## config.mk

```make
export PLATFORM = sky130hd
export DESIGN_NAME = sgu_front
export DESIGN_NICKNAME = d
export VERILOG_FILES = /design/src/hw/rtl/sgu_pkg.sv /design/src/hw/rtl/sgu_front.sv
export SDC_FILE = /design/constraint.sdc
export NUM_CORES = 2
export LEC_CHECK = 0
export ABC_AREA = 1
export BUFFER_PORTS_ARGS = -buffer_cell sky130_fd_sc_hd__buf_2
export CORE_ASPECT_RATIO = 0.7
export CORE_MARGIN = 2
export CORE_UTILIZATION = 30
export DETAILED_ROUTE_END_ITERATION = 10
export GPL_TIMING_DRIVEN = 0
export PLACE_DENSITY = 0.53
export SLEW_MARGIN = 15
export SYNTH_ARGS = -nofsm -noshare
export SYNTH_HDL_FRONTEND = slang
export SYNTH_SLANG_ARGS = --single-unit
```

## constraint.sdc

```tcl
create_clock -name i_clk -period 14.8 [get_ports i_clk]
set_input_delay 0 -clock i_clk [delete_from_list [all_inputs] [get_ports i_clk]]
set_output_delay 0 -clock i_clk [all_outputs]
set_load 0.005 [all_outputs]
```

## src/hw/rtl/sgu_pkg.sv

```systemverilog
`timescale 1ns / 1ps
`default_nettype none
package sgu_pkg;

    localparam int FRAC      = 14;
    localparam int SAMPLE_W  = 16;
    localparam int AXES      = 3;
    localparam int TAPS      = 4;
    localparam int NUM_W     = SAMPLE_W + 5;
    localparam int MAG_W     = NUM_W - 1;
    localparam int SQ_W      = 2 * MAG_W;
    localparam int SUM_W     = SQ_W + 2;
    localparam int STEPS     = FRAC + 1;
    localparam int ACC_W     = SUM_W + 2 * FRAC + 5;
    localparam int COMP_W    = FRAC + 1;
    localparam int OUT_W     = 16;
    localparam int FLOOR_W   = 16;
    localparam int FSQ_W     = 2 * FLOOR_W;
    localparam int THR_W     = FSQ_W + 8;
    localparam int DIM_W     = 2;
    localparam int FRONT_STAGES = 3;
    localparam int DEPTH     = FRONT_STAGES + STEPS + 1;
    localparam int IN_W      = AXES * TAPS * SAMPLE_W;
    localparam int OUTD_W    = AXES * OUT_W;

    // flat path: (mag + 6) / 12 == ((mag + 6) >> 2) / 3
    localparam int FY_W      = MAG_W - 1;
    localparam int RCP_SH    = 24;
    localparam int RCP_W     = 23;
    localparam logic [RCP_W-1:0] RCP3 = RCP_W'((2 ** RCP_SH + 2) / 3);
    localparam int FPROD_W   = FY_W + RCP_W;
    localparam logic [MAG_W:0] FLAT_RND = (MAG_W + 1)'(6);
    localparam logic [COMP_W-1:0] ONE = COMP_W'(2 ** FRAC);

    localparam logic [DIM_W-1:0] DIM_2D = 2'd2;
    localparam logic REG_DIM   = 1'b0;
    localparam logic REG_FLOOR = 1'b1;
    localparam logic [DIM_W-1:0]   DIM_RESET   = 2'd3;
    localparam logic [FLOOR_W-1:0] FLOOR_RESET = 16'd1;

    typedef struct packed {
        logic              neg;
        logic              flat;
        logic [SQ_W-1:0]   sq;
        logic [COMP_W-1:0] flat_mag;
    } t_lane_in;

    typedef struct packed {
        logic              neg;
        logic              flat;
        logic [COMP_W-1:0] search_mag;
        logic [COMP_W-1:0] flat_mag;
    } t_lane_res;

    function automatic logic signed [NUM_W-1:0] numer(
        input logic signed [SAMPLE_W-1:0] a,
        input logic signed [SAMPLE_W-1:0] b,
        input logic signed [SAMPLE_W-1:0] c,
        input logic signed [SAMPLE_W-1:0] d
    );
        logic signed [NUM_W-1:0] ea, eb, ec, ed;
        ea = NUM_W'(a);
        eb = NUM_W'(b);
        ec = NUM_W'(c);
        ed = NUM_W'(d);
        return ea - (eb <<< 3) + (ec <<< 3) - ed;
    endfunction

endpackage
`default_nettype wire

```

## src/hw/rtl/sgu_front.sv

```systemverilog
`timescale 1ns / 1ps
`default_nettype none
module sgu_front (
    input  wire logic                                    i_clk,
    input  wire logic [sgu_pkg::FRONT_STAGES-1:0]        i_ld,
    input  wire logic [sgu_pkg::IN_W-1:0]                i_data,
    input  wire logic                                    i_is_2d,
    input  wire logic [sgu_pkg::FLOOR_W-1:0]             i_floor,
    output      sgu_pkg::t_lane_in [sgu_pkg::AXES-1:0]   o_lane,
    output      logic [sgu_pkg::SUM_W-1:0]               o_sum
);
    localparam int SW = sgu_pkg::SAMPLE_W;

    logic [sgu_pkg::FSQ_W-1:0] r_fsq;
    logic [sgu_pkg::THR_W-1:0] r_thr;

    logic [sgu_pkg::MAG_W-1:0]   r_mag   [sgu_pkg::AXES];
    logic                        r_neg_a [sgu_pkg::AXES];
    logic [sgu_pkg::SQ_W-1:0]    r_sq_b  [sgu_pkg::AXES];
    logic [sgu_pkg::FPROD_W-1:0] r_fprod [sgu_pkg::AXES];
    logic                        r_neg_b [sgu_pkg::AXES];
    logic [sgu_pkg::SUM_W-1:0]   r_sum;
    logic                        r_flat;
    logic [sgu_pkg::SQ_W-1:0]    r_sq_c  [sgu_pkg::AXES];
    logic [sgu_pkg::COMP_W-1:0]  r_fmag  [sgu_pkg::AXES];
    logic                        r_neg_c [sgu_pkg::AXES];

    logic signed [sgu_pkg::NUM_W-1:0] w_num [sgu_pkg::AXES];
    logic [sgu_pkg::SUM_W-1:0]        w_sum;

    // 144 * floor^2; config must stay static while items flow, the block does not enforce it
    always_ff @(posedge i_clk) begin
        r_fsq <= i_floor * i_floor;
        r_thr <= (sgu_pkg::THR_W'(r_fsq) << 7) + (sgu_pkg::THR_W'(r_fsq) << 4);
    end

    always_comb begin
        for (int i = 0; i < sgu_pkg::AXES; i++) begin
            w_num[i] = sgu_pkg::numer(i_data[(4*i+0)*SW +: SW], i_data[(4*i+1)*SW +: SW],
                                      i_data[(4*i+2)*SW +: SW], i_data[(4*i+3)*SW +: SW]);
        end
        // drop z in 2-D
        if (i_is_2d) begin
            w_num[sgu_pkg::AXES-1] = '0;
        end
        w_sum = sgu_pkg::SUM_W'(r_sq_b[0]) + sgu_pkg::SUM_W'(r_sq_b[1])
              + sgu_pkg::SUM_W'(r_sq_b[2]);
    end

    always_ff @(posedge i_clk) begin
        for (int i = 0; i < sgu_pkg::AXES; i++) begin
            if (i_ld[0]) begin
                r_neg_a[i] <= w_num[i][sgu_pkg::NUM_W-1];
                r_mag[i]   <= w_num[i][sgu_pkg::NUM_W-1] ? sgu_pkg::MAG_W'(-w_num[i])
                                                         : sgu_pkg::MAG_W'(w_num[i]);
            end
            if (i_ld[1]) begin
                r_neg_b[i] <= r_neg_a[i];
                r_sq_b[i]  <= r_mag[i] * r_mag[i];
                r_fprod[i] <= sgu_pkg::FY_W'(((sgu_pkg::MAG_W + 1)'(r_mag[i])
                                               + sgu_pkg::FLAT_RND) >> 2) * sgu_pkg::RCP3;
            end
            if (i_ld[2]) begin
                r_neg_c[i] <= r_neg_b[i];
                r_sq_c[i]  <= r_sq_b[i];
                if ((r_fprod[i] >> sgu_pkg::RCP_SH) > sgu_pkg::FPROD_W'(sgu_pkg::ONE)) begin
                    r_fmag[i] <= sgu_pkg::ONE;
                end else begin
                    r_fmag[i] <= sgu_pkg::COMP_W'(r_fprod[i] >> sgu_pkg::RCP_SH);
                end
            end
        end
        if (i_ld[2]) begin
            r_sum  <= w_sum;
            r_flat <= (w_sum == '0) || (w_sum < sgu_pkg::SUM_W'(r_thr));
        end
    end

    always_comb begin
        for (int i = 0; i < sgu_pkg::AXES; i++) begin
            o_lane[i].neg      = r_neg_c[i];
            o_lane[i].flat     = r_flat;
            o_lane[i].sq       = r_sq_c[i];
            o_lane[i].flat_mag = r_fmag[i];
        end
    end
    assign o_sum = r_sum;

endmodule
`default_nettype wire

```

* Yosys cells after proc, flatten, opt, wreduce, memory -nomap -nowiden
Memory sizes are Yosys's and may differ from the RTL's.
Cells that the tools add are included.
** Cells by class
- $add $sub $neg :: 18
- Multiplexer cells :: 31
- Multipliers :: 7
- Eq/ne operators :: 0
- Shift operators :: 0
- Bitwise gates (word level) :: 3
- Magnitude comparators :: 4
- Div/mod/pow operators :: 0
- Reduce and logical (&&, ||, !) cells :: 2
** Operators with widths (number)
- $mul A19 B22 Y41 const B :: 3
- $mul A20 B20 Y40 :: 3
- $add A20 B19 Y21 :: 3
- $add A20 B3 Y21 const B :: 3
- $sub A21 B16 Y21 :: 3
- $mux W20 :: 3
- $neg A20 Y20 :: 3
- $sub A16 B19 Y20 :: 3
- $gt A18 B15 Y1 const B :: 3
- $mux W15 :: 3
- $add A41 B40 Y42 :: 1
- $logic_not A42 Y1 :: 1
- $lt A42 B40 Y1 :: 1
- $add A40 B40 Y41 :: 1
- $add A39 B36 Y40 :: 1
- $mul A16 B16 Y32 :: 1
- $mux W1 :: 24
- $mux W21 :: 1
- $or A1 B1 Y1 :: 3
- $logic_or A1 B1 Y1 :: 1
** Word-level totals
- Flip-flop bits (word level) :: 115
- Bits of input ports :: 213
- Word-level logic and storage cells :: 77
- ROM bits :: 0
- RAM bits :: 477
- Output and inout port bits :: 213
- Latch bits :: 0
- Memories :: 8
** Memories
- r_fprod :: words 3, width 41, read ports 3, clocked after memory_dff 0, write ports 3, RTL line sgu_front.sv:20 : logic [sgu_pkg::FPROD_W-1:0] r_fprod [sgu_pkg::AXES];
- r_sq_b :: words 3, width 40, read ports 3, clocked after memory_dff 0, write ports 3, RTL line sgu_front.sv:19 : logic [sgu_pkg::SQ_W-1:0] r_sq_b [sgu_pkg::AXES];
- r_sq_c :: words 3, width 40, read ports 3, clocked after memory_dff 0, write ports 3, RTL line sgu_front.sv:24 : logic [sgu_pkg::SQ_W-1:0] r_sq_c [sgu_pkg::AXES];
- r_mag :: words 3, width 20, read ports 3, clocked after memory_dff 0, write ports 3, RTL line sgu_front.sv:17 : logic [sgu_pkg::MAG_W-1:0] r_mag [sgu_pkg::AXES];
- r_fmag :: words 3, width 15, read ports 3, clocked after memory_dff 0, write ports 3, RTL line sgu_front.sv:25 : logic [sgu_pkg::COMP_W-1:0] r_fmag [sgu_pkg::AXES];
- r_neg_a :: words 3, width 1, read ports 3, clocked after memory_dff 0, write ports 3, RTL line sgu_front.sv:18 : logic r_neg_a [sgu_pkg::AXES];
- 2 more memories

* Logic depth before layout (Yosys ltp)
- Word-level depth :: 6
- Gate-level depth with buffers :: 39
- Mapped depth without buffers :: 38

* Worst setup path after synthesis
No wires, ideal clock.
- Path kind :: register to register
- Start :: memory r_mag[0][2] (netlist name)
- End :: memory r_fprod[0][38] (netlist name) (data pin)
- Stages on the path, launching flop included :: 35
- Setup time :: 0.252 ns
- Buffers on the path :: 1
- Arrival time :: 6.581 ns
- Required time :: 14.548 ns
- Period minus slack after synthesis :: 6.833 ns
- Setup slack :: 7.967 ns
- Cells stage by stage :: edfxtp_1 > buf_2 > inv_1 > ha_1 > inv_1 > nand2_1 > nor3_1 > nand2_1 > nor2_1 > nand3_1 > nor2_1 > nand3_1 > xor2_1 > inv_1 > ha_1 > inv_1 > fa_1 > fa_1 > inv_1 > fa_1 > fa_1 > inv_1 > fa_1 > inv_1 > ha_1 > a21oi_1 > o21ai_0 > o21bai_1 > a21oi_1 > nand2_1 > a21o_1 > nand2_1 > nand2_1 > nand2_1 > nand2_1
** RTL lines (RTL line)
- start: declaration :: sgu_front.sv:17
- end: declaration :: sgu_front.sv:20

==> key figures <==
Timing
  • Max_slew headroom: about 29%
  • Final WS setup: 5.68 ns
  • Fin crit period: 9.12 ns
  • Setup_tns: 0 ns
  • Worst Skew: ~0.071 ns
  • RSZ-0062 raised after global routing: false
  • Max-slew violation count: 0
  • Worst-Margin Slew: around 1.1 ns
  • Fmax: between 100 and 150 MHz
  • Endpoints failing hold: 0
  • Endpoints failing setup: 0
  • Share of the clock period used by the worst path: slightly above 60%

Synthesis
  • Top_reg_cell synth: edfxtp_1
  • Top-count cell post-synth: inv_1
  • Synthesized flop and latch total: 511
  • Share of the synthesized area in the top cell type: between 30% and 40%
  • Post-Syn Instances: 10672
  • Synth area leaders: fa_1, ha_1, edfxtp_1
  • Sequential share of the synthesized area: ~16%
  • Post-synth EDFFs: 445
  • Cell Area, Synth: approximately 90000 µm²
  • Warnings from Yosys: 0
  • Synth area leader: fa_1
  • Top post-synthesis cells by count: inv_1, nand2_1, fa_1
  • Syn avg cell area: approximately 8.5 µm²
  • Async set-reset flop share out of synthesis: 0%
  • Unique cell type count in the Yosys netlist: between 50 and 60

Worst setup path
  • CP peak stage delay: ~0.7 ns
  • Crit start category: flip-flop
  • CP delay by family, top: adder cells
  • Crit path kind: flip-flop to flip-flop
  • Crit path max-delay cell type: edfxtp_1
  • WP data arrival: about 9.5 ns
  • Req. time, crit path: ~15 ns
  • CP endpoint kind: flip-flop
  • Most frequent CP cell: inv_1
  • Highest net fanout along the worst path: 10
  • WP buf/inv: 10

Routing
  • Via count: approximately 69000
  • Post-route ant nets: 0
  • Wire per inst: ~19 µm
  • Drt drc: 0
  • Vias per cell: between 4 and 5
  • Initial DRT Pass Iterations: 6
  • Initial drt markers: 5608
  • Final WL: 288 mm

Cells and area
  • P&R area growth vs syn: 10.6%
  • Layout cell share with drive strength beyond 1: 5.31%
  • # nets final: 13977
  • Fill count: 31993

Floorplan
  • Die Area: approximately 310000 µm²
  • Die X: 663 µm
  • Core Region: 303000 µm²
  • Num ports: between 400 and 500
  • Core Rows: 169
  • DIE HEIGHT: ~470 µm
  • Starting Density: 30.1%

Clocking
  • CTS tree: yes
  • Post-cts resize count: 0
  • Setup Fix Bufs, Post-CTS: 0
  • H-tree depth: 2
  • TritonCTS Sinks: between 500 and 600
  • Max clock buf depth: 3
  • Clock transition at path regs: 0.06 ns
  • Num CTS Buffers: 61
  • Worst skew pair latency: between 0.7 and 0.8 ns
  • Clk root buf: clkbuf_16

Min path
  • Hold crit path type: primary input to flip-flop

Global routing
  • First-pass GRT wire length: 434 mm
  • Initial antenna violation count: 16
  • Gr ovfl total: 0
  • Largest net degree at the start of global routing: 91
  • Number of global-route vias before repair: around 70000
  • Gr usage total: 18.6%

Placement
  • Detailed Place HPWL: 255 mm
  • Placement Setup Slack: 6.01 ns
  • Port bufs: 413
  • Gpl congestion: just under 1

Run status
  • Status: finished, final reports clean

Job
  • Max cap viols: 0
[cell usage in the layout, fill, tap and decap left out, drive strengths merged, types with 30 or more instances in the layout]
cell type / n
o21ai: 247
nor2: 609
a31oi: 75
nand3: 246
clkbuf: 173
fa: 1475
o21a: 36
a21oi: 443
nand2: 1878
buf: 488
inv: 3163
o21bai: 30
edfxtp: 445
ha: 1106
a21o: 46
dfxtp: 66
xnor2: 126
nand4: 69
xor2: 258
nor3: 51
[layout make-up]
class                           instances  area, µm²  share of cell area, %
Clock inverter                         39        405                  0.402
Timing Repair Buffer                  442       2460                   2.44
Sequential cell                       511      14700                   14.6
Buffer                                167        689                  0.684
Tap cell                             4018       5030                   4.99
Antenna cell                           16       40.0                 0.0397
Clock buffer                           76       1740                   1.72
Multi-Input combinational cell       6845      63900                   63.4
Inverter                             3155      11800                   11.7
[path summary, 6_finish.rpt]
path / from / endpoint / slack (ns) / cells after the start
max reg2reg: r_mag[0][22] / r_fprod[0][79] / 5.68 / 30
min: i_data[66] / r_mag[0][22] / 0.06 / 5
max: r_mag[0][22] / r_fprod[0][79] / 5.68 / 30
min reg2reg: r_fsq[2] / r_thr[6] / 0.37 / 0
[tightest hold or removal path, cell delays in order]
cell    delay, ns
buf_2        0.10
inv_1        0.05
ha_1         0.18
ha_1         0.20
xor2_1       0.08
[cell families after synthesis]
logic type | after synthesis | synth area share [%]
buf+inv | 3322 | 13.8
simple gates | 2928 | 13.0
fa+ha+maj | 2581 | 47.6
compound gates | 943 | 5.83
flops | 511 | 16.1
xor+xnor | 384 | 3.71
other cells | 2 | 0.00824
mux | 1 | 0.0124
[per-layer routing]
layer | GRT usage [%] | part of all wire, % | vias to the layer above
li1 | - | - | 33208
met1 | 28.8 | 49 | 33146
met2 | 26.9 | 41 | 2067
met3 | 3.53 | 8.0 | 176
met4 | 3.31 | 2.0 | 4
met5 | 0 | 0.0094 | -
[registers in the layout, summed over array words and instances, names as in the netlist]
register,cells
o_sum,42
r_flat,1
r_fmag,45
r_fprod,54
r_fsq,31
r_mag,60
r_neg_a,3
r_neg_b,3
r_neg_c,3
r_sq_b,117
r_sq_c,117
r_thr,35
[through the flow]
step | utilization (%) | hold slack [ns] | cells | instance area, µm²
after CTS | 33.3 | 0.0172 | 15253 | 101000
final | 33.3 | 0.0645 | 15269 | 101000
after floorplan | - | 0.0277 | 10678 | 91200
after global placement | 32.5 | 0.178 | 15109 | 98300
after detailed placement | 32.5 | 0.177 | 15114 | 98400
after global routing | 33.3 | 0.0596 | 15255 | 101000
[repair_timing]
| action | in CTS | in global routing |
|---|---|---|
| hold buffers | 24 | 0 |
| hold endpoints to repair | 195 | 0 |
| setup endpoints to repair | 0 | 0 |
Power is left out: the tool's default activity adds up to more than one toggle a clock period on the data nets, which glitch-free logic cannot reach.
